--- config.mk ---
export PLATFORM = sky130hd
export DESIGN_NAME = sha256_byte_stream_hasher
export DESIGN_NICKNAME = d
export VERILOG_FILES = /design/src/sha_pkg.sv /design/src/sha_queue.sv /design/src/sha_core.sv /design/src/sha256_byte_stream_hasher.sv
export SDC_FILE = /design/constraint.sdc
export NUM_CORES = 2
export LEC_CHECK = 0
export BUFFER_PORTS_ARGS = -buffer_cell sky130_fd_sc_hd__buf_2
export CAP_MARGIN = 5
export CORE_ASPECT_RATIO = 1.25
export CORE_MARGIN = 2
export CORE_UTILIZATION = 27
export DETAILED_ROUTE_END_ITERATION = 7
export GPL_ROUTABILITY_DRIVEN = 0
export GPL_TIMING_DRIVEN = 0
export PLACE_DENSITY = 0.52
export SYNTH_ARGS = -nofsm -noshare
export SYNTH_HDL_FRONTEND = slang
export SYNTH_SLANG_ARGS = --single-unit
--- constraint.sdc ---
create_clock -name aclk -period 35.9 [get_ports aclk]
set_input_delay 1.795 -clock aclk [delete_from_list [all_inputs] [get_ports aclk]]
set_output_delay 1.795 -clock aclk [all_outputs]
set_load 0.01 [all_outputs]
--- src/sha_pkg.sv ---
`timescale 1ns / 1ps
package sha_pkg;

    localparam int unsigned QueueDepth = 4;

    // Item handed from the front part to the back part
    typedef struct packed {
        logic       finish;
        logic [7:0] data;
    } sha_item_t;

    localparam logic [31:0] K_TAB [64] = '{
        32'h428a2f98, 32'h71374491, 32'hb5c0fbcf, 32'he9b5dba5, 32'h3956c25b, 32'h59f111f1,
        32'h923f82a4, 32'hab1c5ed5, 32'hd807aa98, 32'h12835b01, 32'h243185be, 32'h550c7dc3,
        32'h72be5d74, 32'h80deb1fe, 32'h9bdc06a7, 32'hc19bf174, 32'he49b69c1, 32'hefbe4786,
        32'h0fc19dc6, 32'h240ca1cc, 32'h2de92c6f, 32'h4a7484aa, 32'h5cb0a9dc, 32'h76f988da,
        32'h983e5152, 32'ha831c66d, 32'hb00327c8, 32'hbf597fc7, 32'hc6e00bf3, 32'hd5a79147,
        32'h06ca6351, 32'h14292967, 32'h27b70a85, 32'h2e1b2138, 32'h4d2c6dfc, 32'h53380d13,
        32'h650a7354, 32'h766a0abb, 32'h81c2c92e, 32'h92722c85, 32'ha2bfe8a1, 32'ha81a664b,
        32'hc24b8b70, 32'hc76c51a3, 32'hd192e819, 32'hd6990624, 32'hf40e3585, 32'h106aa070,
        32'h19a4c116, 32'h1e376c08, 32'h2748774c, 32'h34b0bcb5, 32'h391c0cb3, 32'h4ed8aa4a,
        32'h5b9cca4f, 32'h682e6ff3, 32'h748f82ee, 32'h78a5636f, 32'h84c87814, 32'h8cc70208,
        32'h90befffa, 32'ha4506ceb, 32'hbef9a3f7, 32'hc67178f2
    };

    localparam logic [31:0] H_INIT [8] = '{
        32'h6a09e667, 32'hbb67ae85, 32'h3c6ef372, 32'ha54ff53a,
        32'h510e527f, 32'h9b05688c, 32'h1f83d9ab, 32'h5be0cd19
    };

    function automatic logic [31:0] ror(input logic [31:0] v, input int unsigned n);
        ror = (v >> n) | (v << (32 - n));
    endfunction

endpackage

--- src/sha_queue.sv ---
`timescale 1ns / 1ps
module sha_queue #(
    parameter int unsigned DEPTH = sha_pkg::QueueDepth
) (
    input  logic                aclk,
    input  logic                aresetn,
    input  logic                in_valid,
    output logic                in_ready,
    input  sha_pkg::sha_item_t  in_item,
    output logic                out_valid,
    input  logic                out_ready,
    output sha_pkg::sha_item_t  out_item
);
    localparam int unsigned AW = (DEPTH > 1) ? $clog2(DEPTH) : 1;

    sha_pkg::sha_item_t mem_reg [DEPTH];
    logic [AW-1:0] wr_reg, rd_reg;
    logic [AW:0]   cnt_reg;
    logic          push, pop;

    assign in_ready  = (cnt_reg != (AW+1)'(DEPTH));
    assign out_valid = (cnt_reg != '0);
    assign out_item  = mem_reg[rd_reg];
    assign push      = in_valid && in_ready;
    assign pop       = out_valid && out_ready;

    // Store pushed beats
    always_ff @(posedge aclk) begin
        if (push) begin
            mem_reg[wr_reg] <= in_item;
        end
    end

    // Advance pointers and count
    always_ff @(posedge aclk) begin
        if (!aresetn) begin
            wr_reg  <= '0;
            rd_reg  <= '0;
            cnt_reg <= '0;
        end else begin
            if (push) begin
                wr_reg <= (wr_reg == AW'(DEPTH - 1)) ? '0 : wr_reg + AW'(1);
            end
            if (pop) begin
                rd_reg <= (rd_reg == AW'(DEPTH - 1)) ? '0 : rd_reg + AW'(1);
            end
            cnt_reg <= cnt_reg + (AW+1)'(push) - (AW+1)'(pop);
        end
    end
endmodule

--- src/sha_core.sv ---
`timescale 1ns / 1ps
module sha_core (
    input  logic               aclk,
    input  logic               aresetn,
    input  logic               in_valid,
    output logic               in_ready,
    input  sha_pkg::sha_item_t in_item,
    output logic               out_valid,
    input  logic               out_ready,
    output logic [31:0]        out_word,
    output logic [2:0]         out_index,
    output logic               out_last
);
    typedef enum logic [5:0] {
        ST_IDLE  = 6'b000001,
        ST_PAD   = 6'b000010,
        ST_LOAD  = 6'b000100,
        ST_ROUND = 6'b001000,
        ST_ADD   = 6'b010000,
        ST_OUT   = 6'b100000
    } state_t;

    state_t      state_reg;
    // Block words while filling, rolling message schedule while compressing
    logic [31:0] w_reg [16];
    logic [5:0]  cnt_reg;
    logic [63:0] bits_reg;
    logic [63:0] total_reg;
    logic [31:0] h_reg [8];
    logic [31:0] a_reg, b_reg, c_reg, d_reg, e_reg, f_reg, g_reg, hh_reg;
    logic [5:0]  rnd_reg;
    logic [5:0]  pos_reg;
    logic        fin_reg;
    logic        fin_last_reg;
    logic [2:0]  oidx_reg;

    logic [31:0] w_cur, x15, x2, s0w, s1w, s1r, chr, s0r, mjr, t1, t2;
    logic [7:0]  pad_byte;

    // Replace one byte lane of a big-endian word
    function automatic logic [31:0] put_byte(input logic [31:0] word, input logic [1:0] lane,
                                             input logic [7:0] value);
        logic [31:0] res;
        res = word;
        case (lane)
            2'd0:    res[31:24] = value;
            2'd1:    res[23:16] = value;
            2'd2:    res[15:8]  = value;
            default: res[7:0]   = value;
        endcase
        return res;
    endfunction

    // Round datapath
    always_comb begin
        x15 = w_reg[4'(rnd_reg - 6'd15)];
        x2  = w_reg[4'(rnd_reg - 6'd2)];
        s0w = sha_pkg::ror(x15, 7) ^ sha_pkg::ror(x15, 18) ^ (x15 >> 3);
        s1w = sha_pkg::ror(x2, 17) ^ sha_pkg::ror(x2, 19) ^ (x2 >> 10);
        if (rnd_reg < 6'd16) begin
            w_cur = w_reg[rnd_reg[3:0]];
        end else begin
            w_cur = w_reg[rnd_reg[3:0]] + s0w + w_reg[4'(rnd_reg - 6'd7)] + s1w;
        end
        s1r = sha_pkg::ror(e_reg, 6) ^ sha_pkg::ror(e_reg, 11) ^ sha_pkg::ror(e_reg, 25);
        chr = (e_reg & f_reg) ^ (~e_reg & g_reg);
        t1  = hh_reg + s1r + chr + sha_pkg::K_TAB[rnd_reg] + w_cur;
        s0r = sha_pkg::ror(a_reg, 2) ^ sha_pkg::ror(a_reg, 13) ^ sha_pkg::ror(a_reg, 22);
        mjr = (a_reg & b_reg) ^ (a_reg & c_reg) ^ (b_reg & c_reg);
        t2  = s0r + mjr;
    end

    assign in_ready  = (state_reg == ST_IDLE);
    assign out_valid = (state_reg == ST_OUT);
    assign out_word  = h_reg[oidx_reg];
    assign out_index = oidx_reg;
    assign out_last  = (oidx_reg == 3'd7);

    // Padding byte for the current position
    always_comb begin
        if (pos_reg >= 6'd56 && fin_last_reg) begin
            pad_byte = total_reg[8 * (7 - int'(pos_reg[2:0])) +: 8];
        end else begin
            pad_byte = 8'h00;
        end
    end

    always_ff @(posedge aclk) begin
        if (!aresetn) begin
            state_reg <= ST_IDLE;
            cnt_reg   <= '0;
            bits_reg  <= '0;
            for (int i = 0; i < 8; i++) h_reg[i] <= sha_pkg::H_INIT[i];
            rnd_reg   <= '0;
            pos_reg   <= '0;
            fin_reg   <= 1'b0;
            fin_last_reg <= 1'b0;
            oidx_reg  <= '0;
        end else begin
            case (state_reg)
                // Take one beat: store a byte or start padding
                ST_IDLE: begin
                    if (in_valid) begin
                        if (!in_item.finish) begin
                            w_reg[cnt_reg[5:2]] <= put_byte(w_reg[cnt_reg[5:2]], cnt_reg[1:0],
                                                            in_item.data);
                            cnt_reg <= cnt_reg + 6'd1;
                            fin_reg <= 1'b0;
                            if (cnt_reg == 6'd63) begin
                                state_reg <= ST_LOAD;
                                bits_reg  <= bits_reg + 64'd512;
                            end
                        end else begin
                            w_reg[cnt_reg[5:2]] <= put_byte(w_reg[cnt_reg[5:2]], cnt_reg[1:0],
                                                            8'h80);
                            total_reg <= bits_reg + {55'd0, cnt_reg, 3'b000};
                            fin_reg   <= 1'b1;
                            fin_last_reg <= (cnt_reg < 6'd56);
                            pos_reg   <= cnt_reg + 6'd1;
                            if (cnt_reg == 6'd63) begin
                                state_reg <= ST_LOAD;
                            end else begin
                                state_reg <= ST_PAD;
                            end
                        end
                    end
                end
                // Fill one pad byte per cycle
                ST_PAD: begin
                    w_reg[pos_reg[5:2]] <= put_byte(w_reg[pos_reg[5:2]], pos_reg[1:0], pad_byte);
                    pos_reg <= pos_reg + 6'd1;
                    if (pos_reg == 6'd63) begin
                        state_reg <= ST_LOAD;
                    end
                end
                // Load the working variables from the chaining value
                ST_LOAD: begin
                    a_reg <= h_reg[0]; b_reg <= h_reg[1]; c_reg <= h_reg[2];
                    d_reg <= h_reg[3]; e_reg <= h_reg[4]; f_reg <= h_reg[5];
                    g_reg <= h_reg[6]; hh_reg <= h_reg[7];
                    rnd_reg   <= '0;
                    state_reg <= ST_ROUND;
                end
                // One round per cycle
                ST_ROUND: begin
                    w_reg[rnd_reg[3:0]] <= w_cur;
                    hh_reg <= g_reg; g_reg <= f_reg; f_reg <= e_reg; e_reg <= d_reg + t1;
                    d_reg <= c_reg; c_reg <= b_reg; b_reg <= a_reg; a_reg <= t1 + t2;
                    rnd_reg <= rnd_reg + 6'd1;
                    if (rnd_reg == 6'd63) begin
                        state_reg <= ST_ADD;
                    end
                end
                // Fold working variables into the chaining value
                ST_ADD: begin
                    h_reg[0] <= h_reg[0] + a_reg; h_reg[1] <= h_reg[1] + b_reg;
                    h_reg[2] <= h_reg[2] + c_reg; h_reg[3] <= h_reg[3] + d_reg;
                    h_reg[4] <= h_reg[4] + e_reg; h_reg[5] <= h_reg[5] + f_reg;
                    h_reg[6] <= h_reg[6] + g_reg; h_reg[7] <= h_reg[7] + hh_reg;
                    oidx_reg <= '0;
                    if (!fin_reg) begin
                        state_reg <= ST_IDLE;
                    end else if (!fin_last_reg) begin
                        fin_last_reg <= 1'b1;
                        pos_reg   <= '0;
                        state_reg <= ST_PAD;
                    end else begin
                        state_reg <= ST_OUT;
                    end
                end
                // Emit the digest, then start a new message
                ST_OUT: begin
                    if (out_ready) begin
                        oidx_reg <= oidx_reg + 3'd1;
                        if (oidx_reg == 3'd7) begin
                            state_reg <= ST_IDLE;
                            cnt_reg   <= '0;
                            bits_reg  <= '0;
                            for (int i = 0; i < 8; i++) h_reg[i] <= sha_pkg::H_INIT[i];
                        end
                    end
                end
                default: state_reg <= ST_IDLE;
            endcase
        end
    end
endmodule

--- src/sha256_byte_stream_hasher.sv ---
`timescale 1ns / 1ps
// Channel  Dir  Contents
// s_       in   tdata[7:0] data_byte, tuser action (1 = finish)
// m_       out  tdata[31:0] digest_word, tuser[2:0] word_index, tlast last_word
// A beat is registered in the queue before the core sees it; the core then stores each absorbed byte.
// The 64th byte of a block starts a compression: load, 64 rounds, fold.
// A finish pads one byte per cycle up to byte 63, compresses, and with more than 55
// bytes pending pads a second 64-byte block and compresses again; eight beats follow.
// The queue keeps taking beats while the core is busy; s_tready drops when it is full.
// Reset is synchronous, active low, and restores the initial hash values.
module sha256_byte_stream_hasher #(
    parameter int unsigned QUEUE_DEPTH = sha_pkg::QueueDepth
) (
    input  logic        aclk,
    input  logic        aresetn,
    input  logic        s_tvalid,
    output logic        s_tready,
    input  logic [7:0]  s_tdata,   // [7:0] data_byte
    input  logic        s_tuser,   // [0] action
    output logic        m_tvalid,
    input  logic        m_tready,
    output logic [31:0] m_tdata,   // [31:0] digest_word
    output logic [2:0]  m_tuser,   // [2:0] word_index
    output logic        m_tlast
);
    sha_pkg::sha_item_t in_item, q_item;
    logic q_valid, q_ready;

    assign in_item.finish = s_tuser;
    assign in_item.data   = s_tdata;

    sha_queue #(.DEPTH(QUEUE_DEPTH)) u_queue (
        .aclk, .aresetn,
        .in_valid(s_tvalid), .in_ready(s_tready), .in_item(in_item),
        .out_valid(q_valid), .out_ready(q_ready), .out_item(q_item)
    );

    sha_core u_core (
        .aclk, .aresetn,
        .in_valid(q_valid), .in_ready(q_ready), .in_item(q_item),
        .out_valid(m_tvalid), .out_ready(m_tready),
        .out_word(m_tdata), .out_index(m_tuser), .out_last(m_tlast)
    );
endmodule
==> flow_metrics.py <==
metrics = {
    "run": {
        "drv_cap": 2,
    },
    "cts": {
        "cts_root_buf": "clkbuf_16",
        "cts_hold_buf": 0,
        "cts_tree": "built",
        "cts_buffer_depth": 3,
        "clock-sinks": 1221,
        "postCtsResizedCells": 0,
        "clk_latency_ns": 0.88,
        "htree_levels": 4,
        "path_clk_slew_ns": 0.06,
        "post_cts_buffers": 0,
        "cts_buffers": 151,
    },
    "power_and_ir_drop": {
        "pwr-share-clk_pct": 30.3,
        "seq_power_share_pct": 32.4,
        "power_mw": 5.25,
        "p_per_area_mw_per_mm2": 54.3,
        "power.leakage_nw": 33.9,
        "p_int_mw": 3.30,
        "p_sw_mw": 1.95,
        "p_comb_share_pct": 37.3,
        "netSwitchingFraction_pct": 37.2,
        "irDropWorstVdd_mv": 0.0566,
    },
    "setup_path": {
        "crit_slowest_cell": "clkbuf_1",
        "cp_max_fo": 22,
        "required_ns": 36.43,
        "end_kind": "flip-flop",
        "crit_path_start_kind": "flip-flop",
        "cp.arrival_ns": 18.58,
        "cp_slowest_stage_delay_ns": 1.07,
        "criticalPathCategory": "reg -> reg",
    },
    "floorplan": {
        "floorplan.core_area_mm2": 0.314,
        "die-height_um": 632,
        "die_area_mm2": 0.320,
        "num_io_pins": 51,
        "dieWidth_um": 507,
        "start_util_pct": 27.1,
        "rows": 230,
    },
    "synth": {
        "syn-cell-area_mm2": 0.0853,
        "ys_types": 92,
        "synthCells": 7580,
        "synthArstFlopShare_pct": 0,
        "synthFlopType": "edfxtp_1",
        "synth.avg_cell_area_um2": 11.3,
        "ys_seq_area_share_pct": 40.3,
        "yosys_warnings": 0,
        "synth_edf_count": 993,
        "syn-num-nets": 8212,
        "ys_ff_latch": 1221,
    },
    "timing": {
        "finalSetupViolCount": 0,
        "finClkSkew_ns": 0.0693,
        "rsz0062_at_grt": "false",
        "min_period_over_period_pct": 50.3,
        "max_freq_mhz": 55.4,
        "tightest_slew_ns": 1.55,
        "drv_slew": 21,
        "report.final.hold_viol_count": 0,
        "fin_crit_ns": 18.05,
        "max_slew_margin_pct": -3.27,
        "tns_ns": 0,
    },
    "drt": {
        "vias": 67800,
        "wl_met1_mm": 123,
        "drc": 145,
        "ant_nets": 0,
        "drt-pass1-iter-count": 8,
        "via_per_inst": 5.58,
        "drt_wl_total_mm": 349,
        "met2_length_mm": 165,
        "drtIter0Drc": 8110,
        "topRoutingLayerUsed": "met5",
        "routedWlPerCell_um": 28.8,
        "met3_wirelength_mm": 32.3,
    },
    "placed_design": {
        "dpl.hpwl_mm": 269,
        "portBuffers": 50,
    },
    "cells_and_area": {
        "post_route_cells_drive_above_1_share_pct": 13.5,
        "largest_register_ffs": 512,
        "n_fill_cell": 31900,
        "mostFrequentLayoutCell": "nand2_1",
        "nets": 8467,
        "syn_to_final_growth_pct": 13.4,
        "mostFrequentLayoutCells": "nand2_1, edfxtp_1, mux4_2",
    },
    "grt": {
        "grt_pass1_vias": 66700,
        "grt_use_total_pct": 21.1,
        "grt-ovfl-total": 0,
        "grt_first_pass_wirelength_mm": 488,
        "grt_max_degree": 70,
        "antenna_found_initial": 26,
    },
    "worst_hold_path": {
        "min_path_type": "reg -> reg",
    },
    "run_status": {
        "status": "complete, but fails checks",
        "violations": "design-rule violations, max-capacitance violations, max-slew violations",
    },
}
metal layers:
layer / GRT usage [%] / vias up
li1: - / 28600
met1: 23.9 / 33800
met2: 35.3 / 4223
met3: 4.94 / 1235
met4: 14.7 / 4
met5: 0.0906 / -
area by class of cell:
class	count	area (um^2)	area share [%]
inverter	356	1340	1.39
tap	4176	5230	5.40
sequential	1221	34400	35.5
timing repair buffer	102	1030	1.06
multi-input combinational	5525	47800	49.4
antenna	9	22.5	0.0233
buffer	478	1880	1.94
clock inverter	92	1010	1.04
clock buffer	188	4020	4.16
cell usage after synthesis (15+ instances only):
cell      number  area (um^2)
nand2_1     1070         4020
edfxtp_1     993        29800
mux4_2       602        13600
a21oi_1      487         2440
nor2_1       442         1660
ha_1         423         5290
o21ai_0      392         1960
clkbuf_1     374         1400
xnor2_1      361         3160
inv_1        354         1330
xor2_1       248         2170
dfxtp_1      228         4560
fa_1         196         3920
a21o_1       161         1210
nand3_1      105          526
nor3_1       100          500
buf_1         84          315
nand2b_1      69          432
o21a_1        63          473
nor2b_1       59          369
mux2i_1       58          581
o211ai_1      51          383
a211oi_1      46          345
or3_1         46          288
and3_1        41          257
mux2_2        41          462
o21bai_1      40          300
o31ai_1       33          248
a31oi_1       32          200
maj3_1        28          280
nand4_1       27          169
and2_1        25          156
nand3b_1      19          143
nor4_1        19          119
a21boi_0      15          113
or2_2         15         93.8
critical path: cells and delay by family (launching register included):
kind | cells | cell delay [ns]
buf+inv | 11 | 4.88
flops | 1 | 0.82
xor+xnor | 3 | 0.92
simple gates | 9 | 1.14
fa+ha+maj | 9 | 4.10
mux | 1 | 0.63
compound gates | 16 | 5.10
final timing paths:
kind	cells past startpoint	startpoint	end	slack [ns]
setup / recovery	49	u_core.rnd_reg[2]	u_core.a_reg[30]	17.85
hold reg to reg	2	u_queue.rd_reg[1]	flip-flop	0.49
setup reg to reg	49	u_core.rnd_reg[2]	u_core.a_reg[30]	17.85
hold / removal	2	u_queue.rd_reg[1]	flip-flop	0.49
cells by family (layout without fill, tap and decap cells):
| group | after synthesis | count (layout) | share of synthesized area, % |
|---|---|---|---|
| AND/OR/NAND/NOR | 2081 | 2081 | 10.7 |
| AO/OA/AOI/OAI | 1487 | 1487 | 10.8 |
| flip-flops | 1221 | 1221 | 40.3 |
| buffers and inverters | 834 | 1216 | 3.73 |
| multiplexers | 701 | 701 | 17.1 |
| adder cells (fa/ha/maj) | 647 | 647 | 11.1 |
| XOR/XNOR | 609 | 609 | 6.25 |
| other | 0 | 9 | 0 |
per-stage QoR:
| stage | util [%] | hold WS (ns) | std cells | worst slack (ns) | instance area (um^2) |
|---|---|---|---|---|---|
| final | 30.8 | 0.490 | 12100 | 17.85 | 96700 |
| after global routing | 30.8 | 0.520 | 12100 | 17.34 | 96700 |
| after CTS | 30.7 | 0.491 | 12100 | 18.24 | 96500 |
| after detailed placement | 29.1 | 0.479 | 11800 | 18.35 | 91500 |
| after global placement | 28.9 | 0.477 | 11800 | 13.13 | 90800 |
| after floorplan | - | 0.454 | 7580 | 22.14 | 85300 |
power by group through the flow:
stage	clock network [mW]	registers (mW)	logic (mW)
2_1_floorplan	0	1.72	1.33
3_5_place_dp	0	1.73	1.89
6_report	1.59	1.70	1.96
3_3_place_gp	0	1.74	1.85
4_1_cts	1.60	1.70	1.91
5_1_grt	1.65	1.70	2.12
Note: power is estimated with default switching activity, not from simulation.
